### src/rtl/core/lcd_decimal_digit_writer_assert.svh
// ----------------------------------------------------------------------------
// lcd_decimal_digit_writer_assert.svh
// assertion macros for the digit writer
// ----------------------------------------------------------------------------
`ifndef LCD_DECIMAL_DIGIT_WRITER_ASSERT_SVH
`define LCD_DECIMAL_DIGIT_WRITER_ASSERT_SVH

`ifndef NO_ASSERTIONS

// clocked check, switched off while reset is asserted
`define LCD_DW_ASSERT(lbl, clk, rst_n, prop, msg) \
	lbl: assert property (@(posedge clk) disable iff (!rst_n) prop) else $error(msg);

// clocked check that also holds through reset
`define LCD_DW_ASSERT_ALWAYS(lbl, clk, prop, msg) \
	lbl: assert property (@(posedge clk) prop) else $error(msg);

`else

`define LCD_DW_ASSERT(lbl, clk, rst_n, prop, msg)
`define LCD_DW_ASSERT_ALWAYS(lbl, clk, prop, msg)

`endif

`endif

### src/rtl/core/lcd_dw_pkg.sv
// ----------------------------------------------------------------------------
// lcd_dw_pkg
// shared constants, font table and types of the lcd decimal digit writer
// ----------------------------------------------------------------------------
package lcd_dw_pkg;

	localparam int DIGITS  = 6;
	localparam int ENTRIES = 12;
	localparam int ENTRY_W = 4;

	localparam logic       CMD_CHAR   = 1'b0;
	localparam logic       CMD_NUMBER = 1'b1;
	localparam logic [7:0] FONT_BASE  = 8'h30;

	// floor(t / 10) = (t * RECIP) >> 35 for any t below 2**32
	localparam logic [31:0] DIV10_RECIP = 32'hCCCC_CCCD;
	localparam int          DIV10_SHIFT = 35;
	localparam int          QUOT_W      = 28;
	localparam int          PROD_W      = 63;

	localparam logic [15:0] FONT [10] = '{
		16'h1551, 16'h8110, 16'h11e1, 16'h11b1, 16'h05b0,
		16'h14b1, 16'h14f1, 16'h1110, 16'h15f1, 16'h15b1
	};

	typedef struct packed {
		logic [QUOT_W-1:0] quot;
		logic [3:0]        digit;
	} div_res_t;

	typedef struct packed {
		logic               rd_en;
		logic [ENTRY_W-1:0] rd_addr;
		logic               wr_en;
		logic [ENTRY_W-1:0] wr_addr;
		logic [7:0]         wr_data;
	} mem_req_t;

	// nibble of a digit's font word, row 0 is the most significant
	function automatic logic [3:0] font_nibble(input logic [3:0] d, input logic [1:0] r);
		logic [15:0] w;
		begin
			w = FONT[d];
			unique case (r)
				2'd0: return w[15:12];
				2'd1: return w[11:8];
				2'd2: return w[7:4];
				2'd3: return w[3:0];
				default: return 4'h0;
			endcase
		end
	endfunction

endpackage

### src/rtl/core/lcd_dw_item_if.sv
// ----------------------------------------------------------------------------
// lcd_dw_item_if
// command channel: write one character or write a decimal number
// ----------------------------------------------------------------------------
interface lcd_dw_item_if;
	logic        valid;
	logic        ready;
	logic        command;
	logic [7:0]  char_code;
	logic [2:0]  position;
	logic [30:0] value;

	modport source (output valid, command, char_code, position, value, input ready);
	modport sink (input valid, command, char_code, position, value, output ready);
endinterface

### src/rtl/core/lcd_dw_write_if.sv
// ----------------------------------------------------------------------------
// lcd_dw_write_if
// register write channel towards the lcd controller
// ----------------------------------------------------------------------------
interface lcd_dw_write_if;
	logic       valid;
	logic       ready;
	logic [4:0] reg_addr;
	logic [7:0] reg_data;
	logic       last;

	modport source (output valid, reg_addr, reg_data, last, input ready);
	modport sink (input valid, reg_addr, reg_data, last, output ready);
endinterface

### src/rtl/core/lcd_dw_div10.sv
// ----------------------------------------------------------------------------
// lcd_dw_div10
// divide by ten through a reciprocal multiply, with the product registered
// ----------------------------------------------------------------------------
module lcd_dw_div10 (
	input  logic                  clk,
	input  logic [30:0]           t,
	output lcd_dw_pkg::div_res_t  res
);
	logic [lcd_dw_pkg::PROD_W-1:0] prod_s1;
	logic [3:0]                    tlow_s1;
	logic [lcd_dw_pkg::QUOT_W-1:0] quot;
	logic [3:0]                    q10_low;

	always_ff @(posedge clk) begin
		prod_s1 <= lcd_dw_pkg::PROD_W'(t) * lcd_dw_pkg::PROD_W'(lcd_dw_pkg::DIV10_RECIP);
		tlow_s1 <= t[3:0];
	end

	assign quot = prod_s1[lcd_dw_pkg::PROD_W-1:lcd_dw_pkg::DIV10_SHIFT];

	// remainder is below ten, so four bits of t - 10q are enough
	assign q10_low = {quot[0], 3'b000} + {quot[2:0], 1'b0};

	assign res.quot  = quot;
	assign res.digit = tlow_s1 - q10_low;
endmodule

### src/rtl/core/lcd_dw_mem.sv
// ----------------------------------------------------------------------------
// lcd_dw_mem
// display byte store, one read and one write port, registered read data
// ----------------------------------------------------------------------------
module lcd_dw_mem (
	input  logic                 clk,
	input  logic                 arst_n,
	input  lcd_dw_pkg::mem_req_t req,
	output logic [7:0]           rd_data
);
	logic [7:0]                     mem [lcd_dw_pkg::ENTRIES];
	logic [lcd_dw_pkg::ENTRIES-1:0] valid_q;
	logic [7:0]                     rd_q;
	logic                           rd_vld_q;

	always_ff @(posedge clk) begin
		if (req.wr_en) begin
			mem[req.wr_addr] <= req.wr_data;
		end
		if (req.rd_en) begin
			rd_q <= mem[req.rd_addr];
		end
	end

	// entries never written read as zero after reset
	always_ff @(posedge clk or negedge arst_n) begin
		if (!arst_n) begin
			valid_q  <= '0;
			rd_vld_q <= 1'b0;
		end else begin
			if (req.wr_en) begin
				valid_q[req.wr_addr] <= 1'b1;
			end
			if (req.rd_en) begin
				rd_vld_q <= valid_q[req.rd_addr];
			end
		end
	end

	assign rd_data = rd_vld_q ? rd_q : 8'h00;
endmodule

### src/rtl/core/lcd_decimal_digit_writer.sv
// ----------------------------------------------------------------------------
// lcd_decimal_digit_writer
// six-digit segment lcd writer: keeps the twelve display bytes and reports
// every byte it changes as a register write
// ----------------------------------------------------------------------------
// One command is taken at a time; items.ready is high only while no command
// is in progress. Each display byte is a read-modify-write of the byte store
// (read in ST_RD, then merged with the font nibble and written back in ST_WR).
// A character '0' to '9' at position 0 to 5 writes four bytes; any other
// character writes nothing. A number goes through the divide by ten (ST_DIV0,
// ST_DIV1) and then four byte updates per digit, for up to six digits. The
// byte store comes out of reset cleared at once, with no sweep. A result beat
// waits in an output register, so a stalled consumer only holds the block
// when the next byte is ready to go out.
// ----------------------------------------------------------------------------
`include "lcd_decimal_digit_writer_assert.svh"

module lcd_decimal_digit_writer (
	input  logic           clk,
	input  logic           arst_n,
	lcd_dw_item_if.sink    items,
	lcd_dw_write_if.source writes
);
	typedef enum logic [4:0] {
		ST_IDLE = 5'b00001,
		ST_DIV0 = 5'b00010,
		ST_DIV1 = 5'b00100,
		ST_RD   = 5'b01000,
		ST_WR   = 5'b10000
	} state_t;

	state_t state_q, state_d;

	logic [30:0] t_q, t_d;
	logic [2:0]  pos_q, pos_d;
	logic [3:0]  digit_q, digit_d;
	logic [1:0]  row_q, row_d;
	logic        last_digit_q, last_digit_d;

	logic        wr_valid_q;
	logic [4:0]  wr_addr_q;
	logic [7:0]  wr_data_q;
	logic        wr_last_q;

	logic        accept;
	logic        out_free;
	logic        out_load;
	logic        char_ok;
	logic [1:0]  pair;
	logic [lcd_dw_pkg::ENTRY_W-1:0] entry;
	logic [4:0]  reg_addr;
	logic [3:0]  nib;
	logic [7:0]  rd_data;
	logic [7:0]  new_byte;

	lcd_dw_pkg::mem_req_t mem_req;
	lcd_dw_pkg::div_res_t div_res;

	lcd_dw_div10 u_div (
		.clk (clk),
		.t   (t_q),
		.res (div_res)
	);

	lcd_dw_mem u_mem (
		.clk     (clk),
		.arst_n  (arst_n),
		.req     (mem_req),
		.rd_data (rd_data)
	);

	assign items.ready = (state_q == ST_IDLE);
	assign accept      = items.valid && items.ready;
	assign out_free    = !wr_valid_q || writes.ready;
	assign out_load    = (state_q == ST_WR) && out_free;

	assign char_ok = (items.char_code >= lcd_dw_pkg::FONT_BASE)
		&& (items.char_code <= lcd_dw_pkg::FONT_BASE + 8'd9)
		&& (items.position < 3'(lcd_dw_pkg::DIGITS));

	// byte index is pair + 3*row, lcd register is pair + 5*row
	assign pair     = pos_q[2:1];
	assign entry    = {2'b00, pair} + {1'b0, row_q, 1'b0} + {2'b00, row_q};
	assign reg_addr = {3'b000, pair} + {1'b0, row_q, 2'b00} + {3'b000, row_q};

	assign nib      = lcd_dw_pkg::font_nibble(digit_q, row_q);
	assign new_byte = pos_q[0] ? {nib, rd_data[3:0]} : {rd_data[7:4], nib};

	always_comb begin
		mem_req.rd_en   = (state_q == ST_RD);
		mem_req.rd_addr = entry;
		mem_req.wr_en   = out_load;
		mem_req.wr_addr = entry;
		mem_req.wr_data = new_byte;
	end

	always_comb begin
		state_d      = state_q;
		t_d          = t_q;
		pos_d        = pos_q;
		digit_d      = digit_q;
		row_d        = row_q;
		last_digit_d = last_digit_q;
		unique case (state_q)
			ST_IDLE: begin
				if (accept) begin
					if (items.command == lcd_dw_pkg::CMD_NUMBER) begin
						t_d     = items.value;
						pos_d   = 3'(lcd_dw_pkg::DIGITS - 1);
						state_d = ST_DIV0;
					end else if (char_ok) begin
						digit_d      = 4'(items.char_code - lcd_dw_pkg::FONT_BASE);
						pos_d        = items.position;
						row_d        = 2'd0;
						last_digit_d = 1'b1;
						state_d      = ST_RD;
					end
				end
			end
			ST_DIV0: begin
				state_d = ST_DIV1;
			end
			ST_DIV1: begin
				// a further digit is drawn only while the quotient is non-zero and the position is above zero
				digit_d      = div_res.digit;
				t_d          = 31'(div_res.quot);
				last_digit_d = (div_res.quot == '0) || (pos_q == 3'd0);
				row_d        = 2'd0;
				state_d      = ST_RD;
			end
			ST_RD: begin
				state_d = ST_WR;
			end
			ST_WR: begin
				if (out_free) begin
					if (row_q == 2'd3) begin
						if (last_digit_q) begin
							state_d = ST_IDLE;
						end else begin
							pos_d   = pos_q - 3'd1;
							state_d = ST_DIV0;
						end
					end else begin
						row_d   = row_q + 2'd1;
						state_d = ST_RD;
					end
				end
			end
			default: begin
				state_d = ST_IDLE;
			end
		endcase
	end

	always_ff @(posedge clk or negedge arst_n) begin
		if (!arst_n) begin
			state_q    <= ST_IDLE;
			wr_valid_q <= 1'b0;
		end else begin
			state_q <= state_d;
			if (out_load) begin
				wr_valid_q <= 1'b1;
			end else if (writes.ready) begin
				wr_valid_q <= 1'b0;
			end
		end
	end

	always_ff @(posedge clk) begin
		t_q          <= t_d;
		pos_q        <= pos_d;
		digit_q      <= digit_d;
		row_q        <= row_d;
		last_digit_q <= last_digit_d;
		if (out_load) begin
			wr_addr_q <= reg_addr;
			wr_data_q <= new_byte;
			wr_last_q <= last_digit_q && (row_q == 2'd3);
		end
	end

	assign writes.valid    = wr_valid_q;
	assign writes.reg_addr = wr_addr_q;
	assign writes.reg_data = wr_data_q;
	assign writes.last     = wr_last_q;

	`LCD_DW_ASSERT(a_pos_in_range, clk, arst_n, (state_q == ST_RD) |-> (pos_q < 3'(lcd_dw_pkg::DIGITS)), "digit position out of range on byte read")
	`LCD_DW_ASSERT(a_digit_decimal, clk, arst_n, (state_q == ST_DIV1) |-> (div_res.digit <= 4'd9), "divide by ten gave a remainder above nine")
	`LCD_DW_ASSERT(a_beat_from_write, clk, arst_n, $rose(writes.valid) |-> $past(state_q == ST_WR), "result beat raised outside the byte write step")
	`LCD_DW_ASSERT_ALWAYS(a_idle_in_reset, clk, !arst_n |=> (state_q == ST_IDLE) && !writes.valid, "sequencer not idle after reset")

endmodule

### src/flat_wrapper.sv
// flat-port wrapper written by rule: the top's interface ports become plain ports
module lcd_decimal_digit_writer_flat 
  (clk, arst_n, items_valid, items_command, items_char_code, items_position, items_value, items_ready, writes_valid, writes_reg_addr, writes_reg_data, writes_last, writes_ready);
  lcd_dw_item_if items_i ();
  lcd_dw_write_if writes_i ();
  input  logic clk;
  input  logic arst_n;
  input wire logic [$bits(items_i.valid)-1:0] items_valid;
  input wire logic [$bits(items_i.command)-1:0] items_command;
  input wire logic [$bits(items_i.char_code)-1:0] items_char_code;
  input wire logic [$bits(items_i.position)-1:0] items_position;
  input wire logic [$bits(items_i.value)-1:0] items_value;
  output wire logic [$bits(items_i.ready)-1:0] items_ready;
  output wire logic [$bits(writes_i.valid)-1:0] writes_valid;
  output wire logic [$bits(writes_i.reg_addr)-1:0] writes_reg_addr;
  output wire logic [$bits(writes_i.reg_data)-1:0] writes_reg_data;
  output wire logic [$bits(writes_i.last)-1:0] writes_last;
  input wire logic [$bits(writes_i.ready)-1:0] writes_ready;
  assign items_i.valid = items_valid;
  assign items_i.command = items_command;
  assign items_i.char_code = items_char_code;
  assign items_i.position = items_position;
  assign items_i.value = items_value;
  assign items_ready = items_i.ready;
  assign writes_valid = writes_i.valid;
  assign writes_reg_addr = writes_i.reg_addr;
  assign writes_reg_data = writes_i.reg_data;
  assign writes_last = writes_i.last;
  assign writes_i.ready = writes_ready;
  lcd_decimal_digit_writer u_core (.clk(clk), .arst_n(arst_n), .items(items_i), .writes(writes_i));
endmodule
### config.mk
export PLATFORM = sky130hd
export DESIGN_NAME = lcd_decimal_digit_writer_flat
export DESIGN_NICKNAME = d
export VERILOG_FILES = /design/src/rtl/core/lcd_dw_pkg.sv /design/src/rtl/core/lcd_dw_item_if.sv /design/src/rtl/core/lcd_dw_write_if.sv /design/src/rtl/core/lcd_dw_div10.sv /design/src/rtl/core/lcd_dw_mem.sv /design/src/rtl/core/lcd_decimal_digit_writer.sv /design/src/flat_wrapper.sv
export VERILOG_INCLUDE_DIRS = /design/src /design/src/rtl/core
export SDC_FILE = /design/constraint.sdc
export NUM_CORES = 1
export LEC_CHECK = 0
export ABC_CLOCK_PERIOD_IN_PS = 7900
export BUFFER_PORTS_ARGS = -buffer_cell sky130_fd_sc_hd__buf_2
export CAP_MARGIN = 30
export CORE_ASPECT_RATIO = 1.5
export CORE_MARGIN = 1
export CORE_UTILIZATION = 65
export CTS_CLUSTER_SIZE = 25
export DETAILED_ROUTE_END_ITERATION = 7
export PLACE_DENSITY_LB_ADDON = 0.05
export REMOVE_ABC_BUFFERS = 1
export SYNTH_ARGS = -nofsm -noshare
export SYNTH_HDL_FRONTEND = slang
export SYNTH_SLANG_ARGS = --single-unit
### constraint.sdc
create_clock -name clk -period 7.9 [get_ports clk]
set_clock_uncertainty 0.2 [all_clocks]
set_input_delay 1.975 -clock clk [delete_from_list [all_inputs] [get_ports clk]]
set_output_delay 1.975 -clock clk [all_outputs]
set_load 0.03 [all_outputs]
==> impl_metrics.env, run 1 <==
export IMPL_rows=78
export IMPL_syn2layout_area_growth_pct=9.04
export IMPL_fin_crit_ns=7.66
export IMPL_fin_area_um2=21800
export IMPL_worstPathCellList="ha_1 > fa_2 > fa_1 > fa_1 > fa_1 > fa_1 > fa_1 > inv_1 > fa_1 > inv_1 > ha_1 > a21oi_1 > nor3_1 > a2111o_1 > a221oi_2 > nand2_1 > o21ai_4 > o31ai_2 > a31oi_1 > o21ai_1 > xnor2_1"
export IMPL_fp_coreArea_um2=30300
export IMPL_avgSynthCellArea_um2=11.8
export IMPL_regArea_um2=5890
export IMPL_cts_tree="done"
export IMPL_cts_sinks=210
export IMPL_cp_required_ns=8.13
export IMPL_synth_edf_count=159
export IMPL_drv_cap=0
export IMPL_ctsHoldBuffers=0
export IMPL_vias_per_cell=5.79
export IMPL_cp_top_family="adder cells"
export IMPL_drtIter0Drc=535
export IMPL_final_cell_mix="inv_1, ha_1, fa_1, edfxtp_1, a21oi_1"
export IMPL_grt_pass1_wl_um=78400
export IMPL_route_vias_total=12775
export IMPL_synth_seq_cells=210
export IMPL_reg2reg_setup_slack_ns=0.24
export IMPL_synthesis_area_um2=20000
export IMPL_placedCellCount=2165
export IMPL_synth_cell_types=65
export IMPL_crit_top_cell="fa_1"
export IMPL_crit_path_end_kind="flip-flop"
export IMPL_die_x_um=145
export IMPL_grt_usage=0.339
export IMPL_grt_pass1_vias=14274
export IMPL_globalRouteOverflowTotal=0
export IMPL_cp_max_fo=6
export IMPL_critical_path_slowest_cell="fa_2"
export IMPL_dieArea_um2=31500
export IMPL_setup_ws_ns=0.236
export IMPL_outcome="completed"
export IMPL_hold_class="reg -> reg"
export IMPL_fillers=2243
export IMPL_root_buffer="clkbuf_16"
export IMPL_h_tree_depth=1
export IMPL_clkTransAtPathRegs_ns=0.07
export IMPL_synth_xor_area_share=0.0254
export IMPL_final_cells=2208
export IMPL_wire_per_inst_um=23.2
export IMPL_clk_latency_ns=0.54
export IMPL_slowest_delay_ns=0.67
export IMPL_synth_top_family_by_area="adder cells"
export IMPL_finalWirelength_um=51200
export IMPL_clockBufferDepth=3
export IMPL_final_max_slew_viol_count=0
export IMPL_gp_congestion=0.979
export IMPL_synth_compound_area_frac=0.0666
export IMPL_synthSimpleGateAreaFrac=0.0553
export IMPL_portBuffers=62
export IMPL_holdWs_ns=0.263
export IMPL_hpwl_um=42800
export IMPL_seq_area_frac_synth=0.295
export IMPL_setup_violations=0
export IMPL_period_share=0.970
export IMPL_arrival_ns=7.89
export IMPL_syn_inst=1697
export IMPL_synth_fa_ha_area_frac=0.436
export IMPL_critical_path_class="reg -> reg"
export IMPL_nNetsFinal=2394
export IMPL_critPathLaunchType="flip-flop"
export IMPL_max_freq_mhz=130
export IMPL_postPlaceCellArea_um2=20900
export IMPL_start_util=0.661
export IMPL_worstMarginPinSlew_ns=1.00
export IMPL_drive_above_1_share=0.127
export IMPL_firstDrtPassIters=5
export IMPL_synth_flop_cell="edfxtp_1"
export IMPL_path_buf_inv=2
export IMPL_async_flop_share=0.0905
export IMPL_die_y_um=217
export IMPL_grt_max_degree=45
export IMPL_ys_warn_count=0
export IMPL_cts_buffers=22
export IMPL_antenna_found_initial=1
export IMPL_antenna_left=0
export IMPL_final_common_cell="inv_1"
export IMPL_multi_input_area_um2=12800
export IMPL_synth_mux_area_frac=0.0508
export IMPL_pre_cts_slack_ns=0.0284
export IMPL_io_pins=63
export IMPL_hold_violations=0
export IMPL_drc=0
export IMPL_max_slew_margin_rel=0.328
-- path summary, 6_finish.rpt --
check                                                     from                                   to  depth (start not counted)
max                                    u_core.t_q[7]$_DFFE_PP_     u_core.u_div.prod_s1[56]$_DFF_P_                         21
min                        u_core.u_mem.valid_q[7]$_DFFE_PN0P_  u_core.u_mem.valid_q[7]$_DFFE_PN0P_                          1
max reg2reg                            u_core.t_q[7]$_DFFE_PP_     u_core.u_div.prod_s1[56]$_DFF_P_                         21
min reg2reg                u_core.u_mem.valid_q[7]$_DFFE_PN0P_  u_core.u_mem.valid_q[7]$_DFFE_PN0P_                          1
max in group asynchronous                               arst_n        u_core.state_q[0]$_DFFE_PN1P_                          1
min in group asynchronous                               arst_n  u_core.u_mem.valid_q[6]$_DFFE_PN0P_                          1
-- stage by stage --
stage,util,setup TNS (ns)
4_1_cts,0.717,0
5_1_grt,0.720,-0.0281
3_3_place_gp,0.689,0
2_1_floorplan,-,0
6_report,0.720,0
3_5_place_dp,0.692,0
-- kinds of logic (layout without fill, tap and decap cells) --
kind of cell | count (synthesis) | in the layout
adder cells (fa/ha/maj) | 556 | 556
buffers and inverters | 378 | 488
AND/OR/NAND/NOR | 224 | 224
flip-flops | 210 | 210
AO/OA/AOI/OAI | 207 | 207
multiplexers | 64 | 64
XOR/XNOR | 58 | 58
other | 0 | 1
-- area by class of cell --
type,instances,share of cell area
multi-input combinational,1109,0.585
sequential,210,0.270
inverter,355,0.0613
clock buffer,25,0.0258
timing repair buffer,93,0.0255
tap,400,0.0230
clock inverter,15,0.00855
antenna,1,0.000115
-- registers in the layout, indices dropped and copies added (netlist names) --
register	cells
u_core.digit_q	4
u_core.last_digit_q	1
u_core.pos_q	3
u_core.row_q	2
u_core.state_q	5
u_core.t_q	31
u_core.u_div.prod_s1	28
u_core.u_div.tlow_s1	4
u_core.u_mem.mem	96
u_core.u_mem.rd_q	8
u_core.u_mem.rd_vld_q	1
u_core.u_mem.valid_q	12
u_core.writes.last	1
u_core.writes.reg_addr	5
u_core.writes.reg_data	8
u_core.writes.valid	1
-- cell usage after synthesis, types with 29 or more instances --
cell	count	area, um2
o21ai_0	35	175
mux2_2	29	327
dfxtp_1	32	641
fa_1	233	4660
edfxtp_1	159	4770
a21o_1	30	225
nor2_1	59	221
inv_1	355	1330
a21oi_1	72	360
xnor2_1	33	289
nand2_1	54	203
ha_1	323	4040
-- metal layers --
| metal | global-route usage | wire (um) | vias to the layer above |
|---|---|---|---|
| met2 | 0.685 | 29500 | 300 |
| met4 | 0.219 | 3600 | 2 |
| met3 | 0.0319 | 1490 | 167 |
| met5 | 0 | 11 | - |
| met1 | 0.319 | 16500 | 6412 |
| li1 | - | - | 5894 |
-- timing repair --
| action | CTS | global route |
|---|---|---|
| buffers inserted | 0 | 2 |
| setup endpoints to repair | 1 | 13 |
| pin swaps | 0 | 3 |
| gates resized for setup | 1 | 17 |
Power of run 1 is left out: the tool's default activity adds up to more than one toggle a clock period on the data nets, which glitch-free logic cannot reach.
==> inputs of run 2 (changes only) <==
--- a/config.mk
+++ b/config.mk
@@ -14,6 +14,7 @@
 export CORE_UTILIZATION = 65
 export CTS_CLUSTER_SIZE = 25
 export DETAILED_ROUTE_END_ITERATION = 7
+export MAX_ROUTING_LAYER = met4
 export PLACE_DENSITY_LB_ADDON = 0.05
 export REMOVE_ABC_BUFFERS = 1
 export SYNTH_ARGS = -nofsm -noshare
==> run 2 against run 1 <==
  * Sequential share of layout area increased by 0.14 points
  * Fmax decreased by 0.96%
  * Global-route usage increased by 0.88 points
  * Via count shrank 0.24%
  * Worst hold slack improved by 0.0088 ns
  * Sequential cell count unchanged
  * Largest cell class unchanged
  * Core utilization down 0.36 points
  * Highest routed layer is now met4
  * Critical path type unchanged
==> impl_metrics.env, run 2 (synthesis gave the netlist of run 1 again) <==
export IMPL_outcome="completed"
export IMPL_drc=0
export IMPL_fin_crit_ns=7.74
export IMPL_fp_coreArea_um2=30300
export IMPL_cts_tree="done"
export IMPL_top_register="u_core.u_mem.mem"
export IMPL_min_delay_start="u_core.u_mem.valid_q[5]$_DFFE_PN0P_"
export IMPL_crit_top_cell="fa_1"
export IMPL_hpwl_um=43100
export IMPL_final_cells=2206
export IMPL_gp_congestion=0.984
export IMPL_start_util=0.661
export IMPL_ctsHoldBuffers=0
export IMPL_hold_class="reg -> reg"
export IMPL_nNetsFinal=2393
export IMPL_antenna_found_initial=0
export IMPL_placedCellCount=2165
export IMPL_r2r_start="u_core.t_q[7]$_DFFE_PP_"
export IMPL_route_vias_total=12744
export IMPL_h_tree_depth=1
export IMPL_drive_above_1_share=0.124
export IMPL_root_buffer="clkbuf_16"
export IMPL_die_x_um=145
export IMPL_setup_violations=0
export IMPL_clk_latency_ns=0.53
export IMPL_portBuffers=62
export IMPL_clockBufferDepth=3
export IMPL_worstPathCellList="ha_1 > fa_1 > fa_1 > fa_1 > fa_1 > fa_1 > fa_1 > inv_1 > fa_1 > inv_1 > ha_1 > a21oi_1 > nor3_1 > a2111o_1 > a221oi_2 > nand2_1 > o21ai_4 > o21ai_1 > a21o_1 > a41oi_2 > xnor2_1"
export IMPL_rsz0062_at_grt="true"
export IMPL_globalRouteOverflowTotal=0
export IMPL_pre_cts_slack_ns=-0.0531
export IMPL_grt_pass1_vias=14299
export IMPL_dieArea_um2=31500
export IMPL_min_path_cells=1
export IMPL_die_y_um=217
export IMPL_r2r_cells=21
export IMPL_largest_register_ffs=96
export IMPL_drv_cap=0
export IMPL_critPathLaunchType="flip-flop"
export IMPL_finalWirelength_um=50500
export IMPL_final_common_cell="inv_1"
export IMPL_crit_path_end_kind="flip-flop"
export IMPL_syn2layout_area_growth_pct=8.50
export IMPL_slowest_delay_ns=0.72
export IMPL_reg2reg_setup_slack_ns=0.16
export IMPL_arrival_ns=8.00
export IMPL_top_regs="u_core.u_mem.mem x96, u_core.t_q x31, u_core.u_div.prod_s1 x28"
export IMPL_postLayoutCoreUtil=0.717
export IMPL_cp_required_ns=8.16
export IMPL_grt_usage=0.348
export IMPL_critical_path_class="reg -> reg"
export IMPL_cts_buffers=21
export IMPL_rows=78
export IMPL_grt_max_degree=45
export IMPL_worstMarginPinSlew_ns=1.09
export IMPL_crit_start="u_core.t_q[7]$_DFFE_PP_"
export IMPL_hold_violations=0
export IMPL_wire_per_inst_um=22.9
export IMPL_grt_pass1_wl_um=78500
export IMPL_max_freq_mhz=129
export IMPL_io_pins=63
export IMPL_clkTransAtPathRegs_ns=0.06
export IMPL_rr_endpoint="u_core.u_div.prod_s1[51]$_DFF_P_"
export IMPL_final_cell_mix="inv_1, ha_1, fa_1, edfxtp_1, a21oi_1"
export IMPL_period_share=0.980
export IMPL_min_to="u_core.u_mem.valid_q[5]$_DFFE_PN0P_"
export IMPL_vias_per_cell=5.78
export IMPL_final_max_slew_viol_count=0
export IMPL_drtIter0Drc=530
export IMPL_critical_path_slowest_cell="fa_1"
export IMPL_cp_max_fo=6
export IMPL_cts_sinks=210
export IMPL_firstDrtPassIters=5
export IMPL_max_slew_margin_rel=0.274
export IMPL_antenna_left=0
export IMPL_setup_ws_ns=0.162
run 2: critical path: cells and delay by family, from the launching register on:
| family | cells | cell delay [ns] |
|---|---|---|
| simple gates | 2 | 0.21 |
| fa+ha+maj | 9 | 4.57 |
| buf+inv | 2 | 0.10 |
| flops | 1 | 0.50 |
| compound gates | 7 | 1.93 |
| xor+xnor | 1 | 0.13 |
run 2: through the flow:
| stage | hold slack (ns) | instance area [um2] | TNS (ns) |
|---|---|---|---|
| 6_report | 0.272 | 21700 | 0 |
| 3_5_place_dp | 0.253 | 20900 | -0.0531 |
| 3_3_place_gp | 0.246 | 20800 | 0 |
| 2_1_floorplan | 0.203 | 19900 | 0 |
| 5_1_grt | 0.283 | 21700 | -0.0714 |
| 4_1_cts | 0.269 | 21600 | 0 |
run 2: routing by layer:
metal	GRT usage	vias to the layer above	wire length [um]
met5	-	-	0
met4	0.248	0	4350
met3	0.0300	211	1520
met2	0.669	332	28500
met1	0.318	6308	16100
li1	-	5893	-
run 2: cell type report:
cell class | instances | area, um2
antenna | 1 | 2.50
clock buffer | 24 | 537
clock inverter | 14 | 91.3
fill | 2220 | 8570
inverter | 355 | 1330
multi-input combinational | 1109 | 12800
sequential | 210 | 5890
tap | 400 | 500
timing repair buffer | 93 | 561
run 2: repair_timing:
item,4_1_cts,5_1_grt
pin swaps,0,3
buffers inserted,0,2
gates resized for setup,3,14
hold endpoints to repair,0,0
setup endpoints to repair,3,15
run 2: worst max path at each step:
stage / slack (ns) / depth (start not counted) / end
2_1_floorplan: 0.96 / 23 / u_core.u_div.prod_s1[51]$_DFF_P_
3_3_place_gp: 0.03 / 24 / u_core.u_div.prod_s1[58]$_DFF_P_
3_5_place_dp: -0.05 / 24 / u_core.u_div.prod_s1[58]$_DFF_P_
4_1_cts: 0.002 / 23 / u_core.u_div.prod_s1[56]$_DFF_P_
5_1_grt: -0.02 / 23 / u_core.u_div.prod_s1[39]$_DFF_P_
6_report: 0.16 / 21 / u_core.u_div.prod_s1[51]$_DFF_P_
Power of run 2 is left out for the same reason.
==> inputs of run 3 (changes only) <==
--- a/config.mk
+++ b/config.mk
@@ -6,6 +6,7 @@
 export SDC_FILE = /design/constraint.sdc
 export NUM_CORES = 1
 export LEC_CHECK = 0
+export ABC_AREA = 1
 export ABC_CLOCK_PERIOD_IN_PS = 7900
 export BUFFER_PORTS_ARGS = -buffer_cell sky130_fd_sc_hd__buf_2
 export CAP_MARGIN = 30
@@ -17,6 +18,7 @@
 export MAX_ROUTING_LAYER = met4
 export PLACE_DENSITY_LB_ADDON = 0.05
 export REMOVE_ABC_BUFFERS = 1
+export SKIP_LAST_GASP = 1
 export SYNTH_ARGS = -nofsm -noshare
 export SYNTH_HDL_FRONTEND = slang
 export SYNTH_SLANG_ARGS = --single-unit
==> constraint.sdc (replaced) <==
create_clock -name clk -period 7.9 [get_ports clk]
set_clock_uncertainty 0.2 [all_clocks]
set_input_delay 0.79 -clock clk [delete_from_list [all_inputs] [get_ports clk]]
set_output_delay 0.79 -clock clk [all_outputs]
set_load 0.03 [all_outputs]
==> run 3 against run 2 <==
  * The flow now finishes with violations (design-rule violations)
  * Clock-buffer cell count is 6 higher
  * Sequential cell count unchanged
  * Sequential share of layout area decreased by 2.2 points
  * First-iteration DRC count increased by 67%
  * Fmax rose by 8.1%
  * Global-route usage increased by 6.7 points
  * Critical endpoint is now u_core.u_div.prod_s1[57]$_DFF_P_
  * Largest cell class unchanged
  * Highest routed layer unchanged
==> impl_metrics.env, run 3 <==
export IMPL_clkTransAtPathRegs_ns=0.07
export IMPL_cts_buffers=23
export IMPL_synth_top_area_cell="edfxtp_1"
export IMPL_r2r_start="u_core.t_q[7]$_DFFE_PP_"
export IMPL_route_vias_total=16757
export IMPL_start_util=0.659
export IMPL_cp_max_fo=5
export IMPL_rows=82
export IMPL_grt_max_degree=34
export IMPL_firstDrtPassIters=7
export IMPL_slowest_delay_ns=0.69
export IMPL_h_tree_depth=1
export IMPL_synth_edf_count=159
export IMPL_netlist_top_cells_area="edfxtp_1, fa_1, ha_1"
export IMPL_top_regs="u_core.u_mem.mem x96, u_core.t_q x31, u_core.u_div.prod_s1 x28"
export IMPL_nNetsFinal=3120
export IMPL_clockBufferDepth=3
export IMPL_grt_usage=0.415
export IMPL_synth_mux_area_frac=0
export IMPL_synthesis_area_um2=22000
export IMPL_synth_fa_ha_area_frac=0.396
export IMPL_synth_cell_types=50
export IMPL_drc=7
export IMPL_arrival_ns=7.39
export IMPL_synth_seq_cells=210
export IMPL_hpwl_um=57000
export IMPL_wire_per_inst_um=22.5
export IMPL_synth_top_family_by_area="adder cells"
export IMPL_gp_congestion=1.10
export IMPL_avgSynthCellArea_um2=9.04
export IMPL_antenna_found_initial=0
export IMPL_ctsHoldBuffers=1
export IMPL_final_max_slew_viol_count=0
export IMPL_synth_compound_area_frac=0.0737
export IMPL_finalWirelength_um=66600
export IMPL_violations="design-rule violations"
export IMPL_max_freq_mhz=140
export IMPL_synth_xor_area_share=0.0123
export IMPL_drv_cap=0
export IMPL_cts_tree="done"
export IMPL_seq_area_frac_synth=0.268
export IMPL_antenna_left=0
export IMPL_diodes=0
export IMPL_die_y_um=227
export IMPL_cts_setup_buffers=0
export IMPL_synthSimpleGateAreaFrac=0.146
export IMPL_grt_pass1_vias=17844
export IMPL_crit_path_end_kind="flip-flop"
export IMPL_final_cell_mix="inv_1, nand2_1, ha_1, fa_1, edfxtp_1"
export IMPL_syn2layout_area_growth_pct=7.28
export IMPL_setup_violations=0
export IMPL_outcome="finished, violations left"
export IMPL_fp_coreArea_um2=33300
export IMPL_drtIter0Drc=885
export IMPL_grt_pass1_wl_um=101000
export IMPL_worstPathCellList="ha_1 > fa_1 > fa_1 > inv_1 > fa_1 > fa_1 > inv_1 > fa_1 > fa_1 > inv_1 > fa_1 > inv_1 > ha_1 > nand2_1 > o21ai_0 > inv_1 > nand2_1 > inv_1 > nand3_1 > nand2_1 > nand3_1 > nand2_1"
export IMPL_final_common_cell="inv_1"
export IMPL_synth_flop_cell="edfxtp_1"
export IMPL_portBuffers=62
export IMPL_cts_sinks=210
export IMPL_die_x_um=152
export IMPL_critical_path_class="reg -> reg"
export IMPL_rsz0062_at_grt="false"
export IMPL_period_share=0.906
export IMPL_dieArea_um2=34600
export IMPL_critPathLaunchType="flip-flop"
export IMPL_syn_inst=2433
export IMPL_largest_register_ffs=96
export IMPL_synth_top_area_frac=0.217
export IMPL_worstMarginPinSlew_ns=1.09
export IMPL_root_buffer="clkbuf_16"
export IMPL_top_register="u_core.u_mem.mem"
export IMPL_tns_ns=0
export IMPL_post_cts_resized=0
export IMPL_fillers=2573
export IMPL_ys_warn_count=0
export IMPL_globalRouteOverflowTotal=0
export IMPL_hold_class="reg -> reg"
export IMPL_max_slew_margin_rel=0.269
export IMPL_min_delay_start="u_core.t_q[3]$_DFFE_PP_"
export IMPL_crit_start="u_core.t_q[7]$_DFFE_PP_"
export IMPL_critical_path_slowest_cell="fa_1"
export IMPL_synthTopCellsByCount="inv_1, nand2_1, ha_1"
export IMPL_hold_violations=0
export IMPL_synth_most_common_cell="inv_1"
export IMPL_async_flop_share=0.0905
export IMPL_cp_required_ns=8.13
export IMPL_io_pins=63
export IMPL_drive_above_1_share=0.0671
export IMPL_fin_crit_ns=7.16
export IMPL_crit_top_cell="fa_1"
export IMPL_clk_latency_ns=0.55
export IMPL_vias_per_cell=5.67
==> run 3: changes by cell type after synthesis, moves of 20 or more <==
cell / delta
a22oi_1: +40
nor2_1: +78
nand3_1: +53
o21ai_0: +47
mux4_2: -27
a21o_1: -21
inv_1: +210
nand2_1: +412
a21oi_1: +35
xnor2_1: -20
mux2_2: -29
==> run 3: metrics by stage <==
step / setup slack [ns] / util / instances / hold slack [ns] / cell area (um2)
after global routing: 0.464 / 0.707 / 2953 / 0.278 / 23600
after detailed placement: 0.875 / 0.685 / 2909 / 0.250 / 22800
after floorplan: 1.79 / - / 2411 / 0.203 / 21900
final: 0.741 / 0.707 / 2953 / 0.260 / 23600
after global placement: 0.930 / 0.683 / 2902 / 0.239 / 22800
after CTS: 0.807 / 0.707 / 2951 / 0.263 / 23600
==> run 3: worst paths after layout <==
| check | end | slack, ns | cells after the start |
|---|---|---|---|
| min | u_core.u_div.tlow_s1[3]$_DFF_P_ | 0.26 | 0 |
| min reg2reg | u_core.u_div.tlow_s1[3]$_DFF_P_ | 0.26 | 0 |
| max reg2reg | u_core.u_div.prod_s1[57]$_DFF_P_ | 0.74 | 22 |
| max | u_core.u_div.prod_s1[57]$_DFF_P_ | 0.74 | 22 |
| min in group asynchronous | u_core.u_mem.valid_q[4]$_DFFE_PN0P_ | 0.53 | 2 |
| max in group asynchronous | u_core.state_q[0]$_DFFE_PN1P_ | 6.63 | 2 |
==> run 3: critical path, delay by kind of cell (launching register included) <==
family	cells	cell delay (ns)
and+or+nand+nor	6	0.86
DFF	1	0.53
AOI/OAI and AO/OA	1	0.47
adders and majority gates	9	4.55
buffers and inverters	6	0.40
==> run 3: cells by family after synthesis <==
group / Yosys count
buffers and inverters: 601
adder cells (fa/ha/maj): 556
flip-flops: 210
AO/OA/AOI/OAI: 273
XOR/XNOR: 31
AND/OR/NAND/NOR: 762
==> run 3: metal layers <==
layer	track usage	share of wire
met1	0.396	0.33
met2	0.732	0.51
met3	0.0524	0.051
met4	0.388	0.11
met5	-	0
==> run 3: final cells by class <==
cell class / instances / area, um2 / share of cell area
Clock buffer: 30 / 632 / 0.0268
Inverter: 579 / 2170 / 0.0921
Clock inverter: 11 / 85.1 / 0.00361
Timing Repair Buffer: 81 / 468 / 0.0198
Tap cell: 420 / 526 / 0.0223
Sequential cell: 210 / 5890 / 0.250
Multi-Input combinational cell: 1622 / 13800 / 0.586
Power of run 3 is left out for the same reason.
